File: config.mk
export PLATFORM = sky130hd
export DESIGN_NAME = spq_seq
export DESIGN_NICKNAME = d
export VERILOG_FILES = /design/src/rtl/spq_pkg.sv /design/src/rtl/spq_seq.sv
export SDC_FILE = /design/constraint.sdc
export NUM_CORES = 1
export LEC_CHECK = 0
export BUFFER_PORTS_ARGS = -buffer_cell sky130_fd_sc_hd__buf_2
export CELL_PAD_IN_SITES_DETAIL_PLACEMENT = 1
export CELL_PAD_IN_SITES_GLOBAL_PLACEMENT = 2
export CORE_MARGIN = 1.5
export CORE_UTILIZATION = 30
export CTS_BUF_LIST = sky130_fd_sc_hd__clkbuf_4 sky130_fd_sc_hd__clkbuf_8
export CTS_CLUSTER_SIZE = 14
export DETAILED_ROUTE_END_ITERATION = 12
export GPL_TIMING_DRIVEN = 0
export MAX_ROUTING_LAYER = met4
export PLACE_DENSITY_LB_ADDON = 0.1
export SYNTH_ARGS = -nofsm -noshare
export SYNTH_HDL_FRONTEND = slang
export SYNTH_SLANG_ARGS = --single-unit
File: constraint.sdc
create_clock -name clk -period 4.2 [get_ports clk]
set_input_delay 0.84 -clock clk [delete_from_list [all_inputs] [get_ports clk]]
set_output_delay 0.84 -clock clk [all_outputs]
set_load 0.05 [all_outputs]
File: src/rtl/spq_pkg.sv
// ----------------------------------------------------------------------------
// spq_pkg : shared types and codes of the sorted priority queue
// Entry layout, result layout, operation kinds and status codes.
// ----------------------------------------------------------------------------
package spq_pkg;

	localparam int KEY_W    = 32;
	localparam int HANDLE_W = 10;
	localparam int FILL_W   = 9;
	localparam int STATUS_W = 2;

	// operation kinds
	localparam logic KIND_INSERT = 1'b0;
	localparam logic KIND_POP    = 1'b1;

	// result status codes
	localparam logic [STATUS_W-1:0] ST_OK    = 2'd0;
	localparam logic [STATUS_W-1:0] ST_FULL  = 2'd1;
	localparam logic [STATUS_W-1:0] ST_EMPTY = 2'd2;

	typedef struct packed {
		logic [KEY_W-1:0]    key;
		logic [HANDLE_W-1:0] handle;
	} entry_t;

	typedef struct packed {
		logic [STATUS_W-1:0] status;
		entry_t              ent;
		logic [FILL_W-1:0]   fill;
	} result_t;

endpackage

File: src/rtl/spq_seq.sv
// ----------------------------------------------------------------------------
// spq_seq : operation sequencer of the priority queue
// Runs the top-down compare-and-shift pass of an insert and the read of a pop.
// ----------------------------------------------------------------------------
module spq_seq #(
	parameter int DEPTH = 256,
	parameter int AW    = 8,
	parameter int CW    = 9
) (
	input  logic                          clk,
	input  logic                          arst_n,
	input  logic                          in_valid,
	output logic                          in_ready,
	input  logic                          kind,
	input  logic [spq_pkg::KEY_W-1:0]     entry_key,
	input  logic [spq_pkg::HANDLE_W-1:0]  entry_handle,
	output logic                          res_valid,
	input  logic                          res_ack,
	output spq_pkg::result_t              res,
	output logic                          mem_we,
	output logic [AW-1:0]                 mem_waddr,
	output spq_pkg::entry_t               mem_wdata,
	output logic                          mem_re,
	output logic [AW-1:0]                 mem_raddr,
	input  spq_pkg::entry_t               mem_rdata
);

	typedef enum logic [4:0] {
		S_IDLE  = 5'b00001,
		S_SCAN  = 5'b00010,
		S_PLACE = 5'b00100,
		S_POP   = 5'b01000,
		S_FIN   = 5'b10000
	} state_t;

	localparam logic [CW-1:0] FULL_CNT = CW'(DEPTH);

	state_t                           state_q, state_d;
	logic [CW-1:0]                    cnt_q, cnt_d;
	logic [AW-1:0]                    idx_q, idx_d;
	spq_pkg::entry_t                  new_q, new_d;
	logic [spq_pkg::STATUS_W-1:0]     st_q, st_d;
	spq_pkg::entry_t                  out_q, out_d;
	logic                             accept;

	assign in_ready  = (state_q == S_IDLE);
	assign accept    = in_valid && in_ready;
	assign res_valid = (state_q == S_FIN);
	assign res.status = st_q;
	assign res.ent    = out_q;
	assign res.fill   = spq_pkg::FILL_W'(cnt_q);
	assign mem_waddr  = idx_q;

	always_comb begin
		state_d   = state_q;
		cnt_d     = cnt_q;
		idx_d     = idx_q;
		new_d     = new_q;
		st_d      = st_q;
		out_d     = out_q;
		mem_we    = 1'b0;
		mem_wdata = mem_rdata;
		mem_re    = 1'b0;
		mem_raddr = '0;
		case (state_q)
			S_IDLE: begin
				if (accept) begin
					new_d.key    = entry_key;
					new_d.handle = entry_handle;
					st_d         = spq_pkg::ST_OK;
					out_d        = '0;
					if (kind == spq_pkg::KIND_INSERT) begin
						if (cnt_q == FULL_CNT) begin
							st_d    = spq_pkg::ST_FULL;
							state_d = S_FIN;
						end else if (cnt_q == '0) begin
							cnt_d   = cnt_q + 1'b1;
							idx_d   = '0;
							state_d = S_PLACE;
						end else begin
							// start the pass at the first free slot
							cnt_d     = cnt_q + 1'b1;
							idx_d     = AW'(cnt_q);
							mem_re    = 1'b1;
							mem_raddr = AW'(cnt_q - 1'b1);
							state_d   = S_SCAN;
						end
					end else begin
						if (cnt_q == '0) begin
							st_d    = spq_pkg::ST_EMPTY;
							state_d = S_FIN;
						end else begin
							cnt_d     = cnt_q - 1'b1;
							mem_re    = 1'b1;
							mem_raddr = AW'(cnt_q - 1'b1);
							state_d   = S_POP;
						end
					end
				end
			end
			S_SCAN: begin
				mem_we = 1'b1;
				if (!(new_q.key < mem_rdata.key)) begin
					// slot below holds a key not above ours: move it up
					mem_wdata = mem_rdata;
					if (idx_q == AW'(1)) begin
						idx_d   = '0;
						state_d = S_PLACE;
					end else begin
						idx_d     = idx_q - 1'b1;
						mem_re    = 1'b1;
						mem_raddr = AW'({1'b0, idx_q} - (AW+1)'(2));
					end
				end else begin
					mem_wdata = new_q;
					state_d   = S_FIN;
				end
			end
			S_PLACE: begin
				mem_we    = 1'b1;
				mem_wdata = new_q;
				state_d   = S_FIN;
			end
			S_POP: begin
				out_d   = mem_rdata;
				state_d = S_FIN;
			end
			S_FIN: begin
				if (res_ack) begin
					state_d = S_IDLE;
				end
			end
			default: begin
				state_d = S_IDLE;
			end
		endcase
	end

	always_ff @(posedge clk or negedge arst_n) begin
		if (!arst_n) begin
			state_q <= S_IDLE;
			cnt_q   <= '0;
		end else begin
			state_q <= state_d;
			cnt_q   <= cnt_d;
		end
	end

	always_ff @(posedge clk) begin
		idx_q <= idx_d;
		new_q <= new_d;
		st_q  <= st_d;
		out_q <= out_d;
	end

endmodule

# Word level (Yosys, flattened, before mapping)
# Index checks and enable logic that the tools add are counted.
dict set report totals {
  regBits 108
  inputBits 89
  output_inout_bits 115
  wordCells 80
}
dict set report classes {
  addsub 4
  magnitude_cmp 1
  n_eq_ne 15
  mux 41
  reduce_logical 11
}
# op n
set op_table {}
lappend op_table {{case mux 42 bit (2 select lines)} 2}
lappend op_table {{2-to-1 mux 8 bit} 12}
lappend op_table {{2-to-1 mux 42 bit} 2}
lappend op_table {{2-to-1 mux 5 bit} 7}
lappend op_table {{less-than comparator 32 bit} 1}
lappend op_table {{case mux 8 bit (2 select lines)} 2}
lappend op_table {{2-to-1 mux 9 bit} 3}
lappend op_table {{case mux 5 bit (4 select lines)} 1}
lappend op_table {{inequality test 2 bit (second input constant)} 5}
lappend op_table {{adder 9 x 1 -> 9 bit (second input constant)} 1}
lappend op_table {{equality test 9 bit (second input constant)} 1}
lappend op_table {{logical NOT 9 bit} 1}
lappend op_table {{subtractor 9 x 1 -> 9 bit (second input constant)} 1}
lappend op_table {{equality test 8 x 1 -> 1 bit (second input constant)} 1}
lappend op_table {{2-to-1 mux 1 bit} 8}
lappend op_table {{subtractor 8 x 1 -> 8 bit (second input constant)} 1}
lappend op_table {{subtractor 8 x 2 -> 8 bit (second input constant)} 1}
lappend op_table {{equality test 5 x 1 -> 1 bit (second input constant)} 1}
lappend op_table {{equality test 5 x 2 -> 1 bit (second input constant)} 1}
lappend op_table {{equality test 5 x 3 -> 1 bit (second input constant)} 1}
lappend op_table {{equality test 5 x 4 -> 1 bit (second input constant)} 1}
lappend op_table {{equality test 5 bit (second input constant)} 1}
lappend op_table {{AND reduction 5 bit} 1}
lappend op_table {{2-to-1 mux 2 bit} 2}
lappend op_table {{other kinds (10)} 14}

# Logic depth before layout (Yosys ltp)
dict set report logic_depth {
  ltp_word 6
  mapped_depth 10
}

# Worst setup path before layout
# Ideal clock, no wire load.
dict set report synth_timing {
  path_kind {flip-flop to output port}
  start {reg state_q[0]}
  end {out mem_raddr[3]}
  t_arrival_ps 3532
  path_slack_ps -172
  stages_incl_launch_ff 6
  n_path_buf 0
  path_cell_list {dfstp_2 > and3_1 > nand2_1 > inv_1 > nand2_1 > o22ai_1}
}
dict set report synth_between {
  elab_chain_cells 4
  elab_cells_between_ends 5
}
# item line
set synth_rtl {}
lappend synth_rtl {{from (decl)} spq_seq.sv:38} ;# state_t state_q, state_d;
lappend synth_rtl {{from (signal assigned)} spq_seq.sv:144} ;# state_q <= state_d;
lappend synth_rtl {{equality test 5 x 1 -> 1 bit (*)} spq_seq.sv:46} ;# assign in_ready = (state_q == S_IDLE);
lappend synth_rtl {{net in_ready} spq_seq.sv:13} ;# output logic in_ready,
lappend synth_rtl {{logical AND 1 bit} spq_seq.sv:47} ;# assign accept = in_valid && in_ready;
lappend synth_rtl {{2-to-1 mux 8 bit} spq_seq.sv:67} ;# if (accept) begin
lappend synth_rtl {{case mux 8 bit (2 select lines) (*)} spq_seq.sv:65} ;# case (state_q)
lappend synth_rtl {{to (decl)} spq_seq.sv:24} ;# output logic [AW-1:0] mem_raddr,
# The timed path passes the listed nets; every way through them passes the cells marked *.

==> run metrics <==
Max IR drop VDD=roughly 390 µV; global-route wire length before repair=26.33 mm; Final GP Congestion=0.7428; flops & latches, synth=108; Std-Cell Rows=50; core area=between 0.015 and 0.02 mm²; via total after detailed routing=between 4000 and 5000; Worst Path Required=approximately 3.4 ns; first-pass detailed-route iteration total=4; synth warn=0; CTS root buf=clkbuf_8; ranking of synthesized cells by area=edfxtp_1 (50%), ha_1 (8.2%), mux2_2 (7.2%); RSZ-0062 raised after global routing=yes; area grow syn2layout=32.86%; Num Clock Sinks=108; Clk Latency, worst-skew pair=~0.38 ns; IO buf count=just over 200; EDFF count, synth=94; reg2reg setup slack=around 1.3 ns; kind of critical path=in2out; P per Cell Area=697.7 mW/mm²; clock slew at reported path FFs=approximately 0.1 ns; Logic pwr share=between 50 and 60%; vias in the first global route=4807; Lkg Pwr=3.334 nW; DRT iter0 DRCs=approximately 120; Post-synth top flop=edfxtp_1; worst slack, placed=-0.3196 ns; worst-margin pin slew=~1.3 ns; post-DP HPWL=roughly 13 mm; most instantiated cells after synthesis=edfxtp_1 (94), nor2_1 (51), inv_1 (40), nand2_1 (40), ha_1 (37); Num CTS Buffers=9; CP Max Fanout=5; Startpoint Class=primary input; die width=around 140 µm; layout net count=just over 800; most common cell in the netlist=edfxtp_1; Seq/Total Area, Yosys=56.03%; Setup violations, final=0; initial antenna violation count=1; max-cap viol count=0; Clock power frac=between 10% and 20%; Mapped Cells=480; routed len/inst=between 15 and 20 µm; nature of the critical path endpoint=output port; hold_buf cts=0; Final Cycle Share=a little over nine tenths; Switching Power=around 2.6 mW; Synth Area per Inst=11.80 µm²; r2r worst-path depth=4; Reg power frac=about a third; Post-Route Skew=between 0.01 and 0.015 ns; remaining global-route overflow=0; crit path DAT=~3.3 ns; Slew HR=between 10% and 20%; CTS H-tree lvls=3; r2r startpoint=state_q[1]$_DFFE_PN0P_; die height=roughly 140 µm; top-area cell type share of the netlist area=about half; vias per inst=around 4.7; Post-Place Cell Area=between 0.006 and 0.007 mm²; Total GRT Usage=a little under a fifth; # DRC=0; dominant cell type by area after synthesis=edfxtp_1; final setup margin=0.08277 ns; Max clock buf depth=2; layout cell share with drive strength beyond 1=~42%; starting density of the core=a little under a third; Final min period=between 4 and 5 ns; worst reg2reg path endpoint=new_q[4]$_DFFE_PP_; P_int=~2.7 mW; status=finished, final reports clean; Hold Fails Final Rpt=0; TritonCTS clock tree=built; Final Instance Area=0.007527 mm²; Distinct cells, synth=54; Mapped Nets=roughly 610; Fmax=~240 MHz; Ports=a little over 200; post-route ant nets=0; Sw Share=around half; die area=between 0.015 and 0.02 mm²; Total Wirelength=~17 mm; count of pins over their slew limit=0; ys async rst share=between 10% and 20%; Mapped Area=~0.0057 mm²; largest net degree at the start of global routing=31; Hold Path Class=in2async
layout make-up:
class	count	area, µm²
Timing Repair inverter	1	5.005
Buffer	19	123.9
Timing Repair Buffer	207	1226
Clock buffer	11	145.1
Inverter	40	153.9
Clock inverter	5	83.83
Tap cell	234	292.8
Sequential cell	108	3174
Antenna cell	1	2.502
Fill cell	2111	11120
Multi-Input combinational cell	312	2320
kinds of logic after synthesis:
group | share of synthesized area [%]
flip-flops | 56.03
AO/OA/AOI/OAI | 6.869
multiplexers | 8.525
XOR/XNOR | 3.865
AND/OR/NAND/NOR | 12.08
buffers and inverters | 4.461
adder cells (fa/ha/maj) | 8.171
repair_timing:
| item | CTS | global route |
|---|---|---|
| resized for setup | 5 | 77 |
| buffers inserted | 2 | 0 |
| cloned | 1 | 2 |
| hold endpoints to repair | 0 | 0 |
| endpoints found under the setup margin | 49 | 48 |
| pin swaps | 2 | 6 |
layer usage:
metal	vias up	track usage (%)	share of wire, %	wire, µm
li1	2148	-	-	-
met1	2144	21.31	43	7305
met2	116	31.66	51	8749
met3	18	2.769	4.1	694
met4	0	5.928	1.7	291
met5	-	-	0	0
worst max-delay path by stage:
stage,start,to,slack [ns],depth (start not counted)
detailed placement,mem_rdata[12],mem_wdata[39],-0.32,12
finish,mem_rdata[12],mem_wdata[21],0.08,13
global route,mem_rdata[15],mem_wdata[24],-0.06,13
global placement,mem_rdata[12],mem_wdata[21],-0.27,12
CTS,mem_rdata[37],mem_wdata[21],0.006,11
floorplan,state_q[1]$_DFFE_PN0P_,mem_wdata[15],0.04,5
worst max-delay path, cell delays in order:
cell       delay (ns)
buf_2            0.09
inv_1            0.07
ha_4             0.27
nand2_1          0.05
o21ai_2          0.15
a41oi_2          0.14
o41ai_2          0.40
a21oi_2          0.16
o21ai_2          0.24
buf_6            0.19
clkbuf_16        0.16
mux2_2           0.35
buf_6            0.16
layout by cell type, fill, tap and decap left out, drive strengths merged, types with 2 or more instances in the layout:
master and instances:
a21o 2, a21oi 21, a32oi 2, and2 13
and3 2, buf 211, bufinv 2, clkbuf 26
clkinvlp 4, dfrtp 13, edfxtp 94, ha 37
inv 40, mux2 42, nand2 40, nand3 8
nand4 5, nor2 51, nor2b 3, nor3 6
nor4 5, o21ai 19, o22ai 9, or2 2
or3 2, xnor2 8, xor2 17
power groups by stage:
stage | Sequential [mW] | Clock, mW | Combinational [mW]
after floorplan | 2.50 | 0 | 1.21
after global placement | 1.81 | 0 | 2.61
after detailed placement | 1.81 | 0 | 2.66
after CTS | 1.78 | 0.764 | 2.69
after global routing | 1.83 | 0.802 | 2.92
final | 1.78 | 0.740 | 2.73
per-stage QoR:
stage / std cells / power [mW] / util [%] / hold WS (ns) / TNS, ns
6_report: 938 / 5.252 / 40.38 / 0.3569 / 0
5_1_grt: 938 / 5.549 / 40.38 / 0.3570 / -1.580
4_1_cts: 936 / 5.237 / 39.00 / 0.3295 / 0
3_5_place_dp: 917 / 4.469 / 37.52 / 0.6042 / -12.77
3_3_place_gp: 916 / 4.420 / 37.40 / 0.5898 / -10.02
2_1_floorplan: 480 / 3.715 / - / 0.5444 / 0
registers in the layout, summed over array words and instances, names as in the netlist:
name       cells
st_q           2
new_q         42
mem_waddr      8
state_q        5
res           42
cnt_q          9
(Power assumes the default switching activity.)
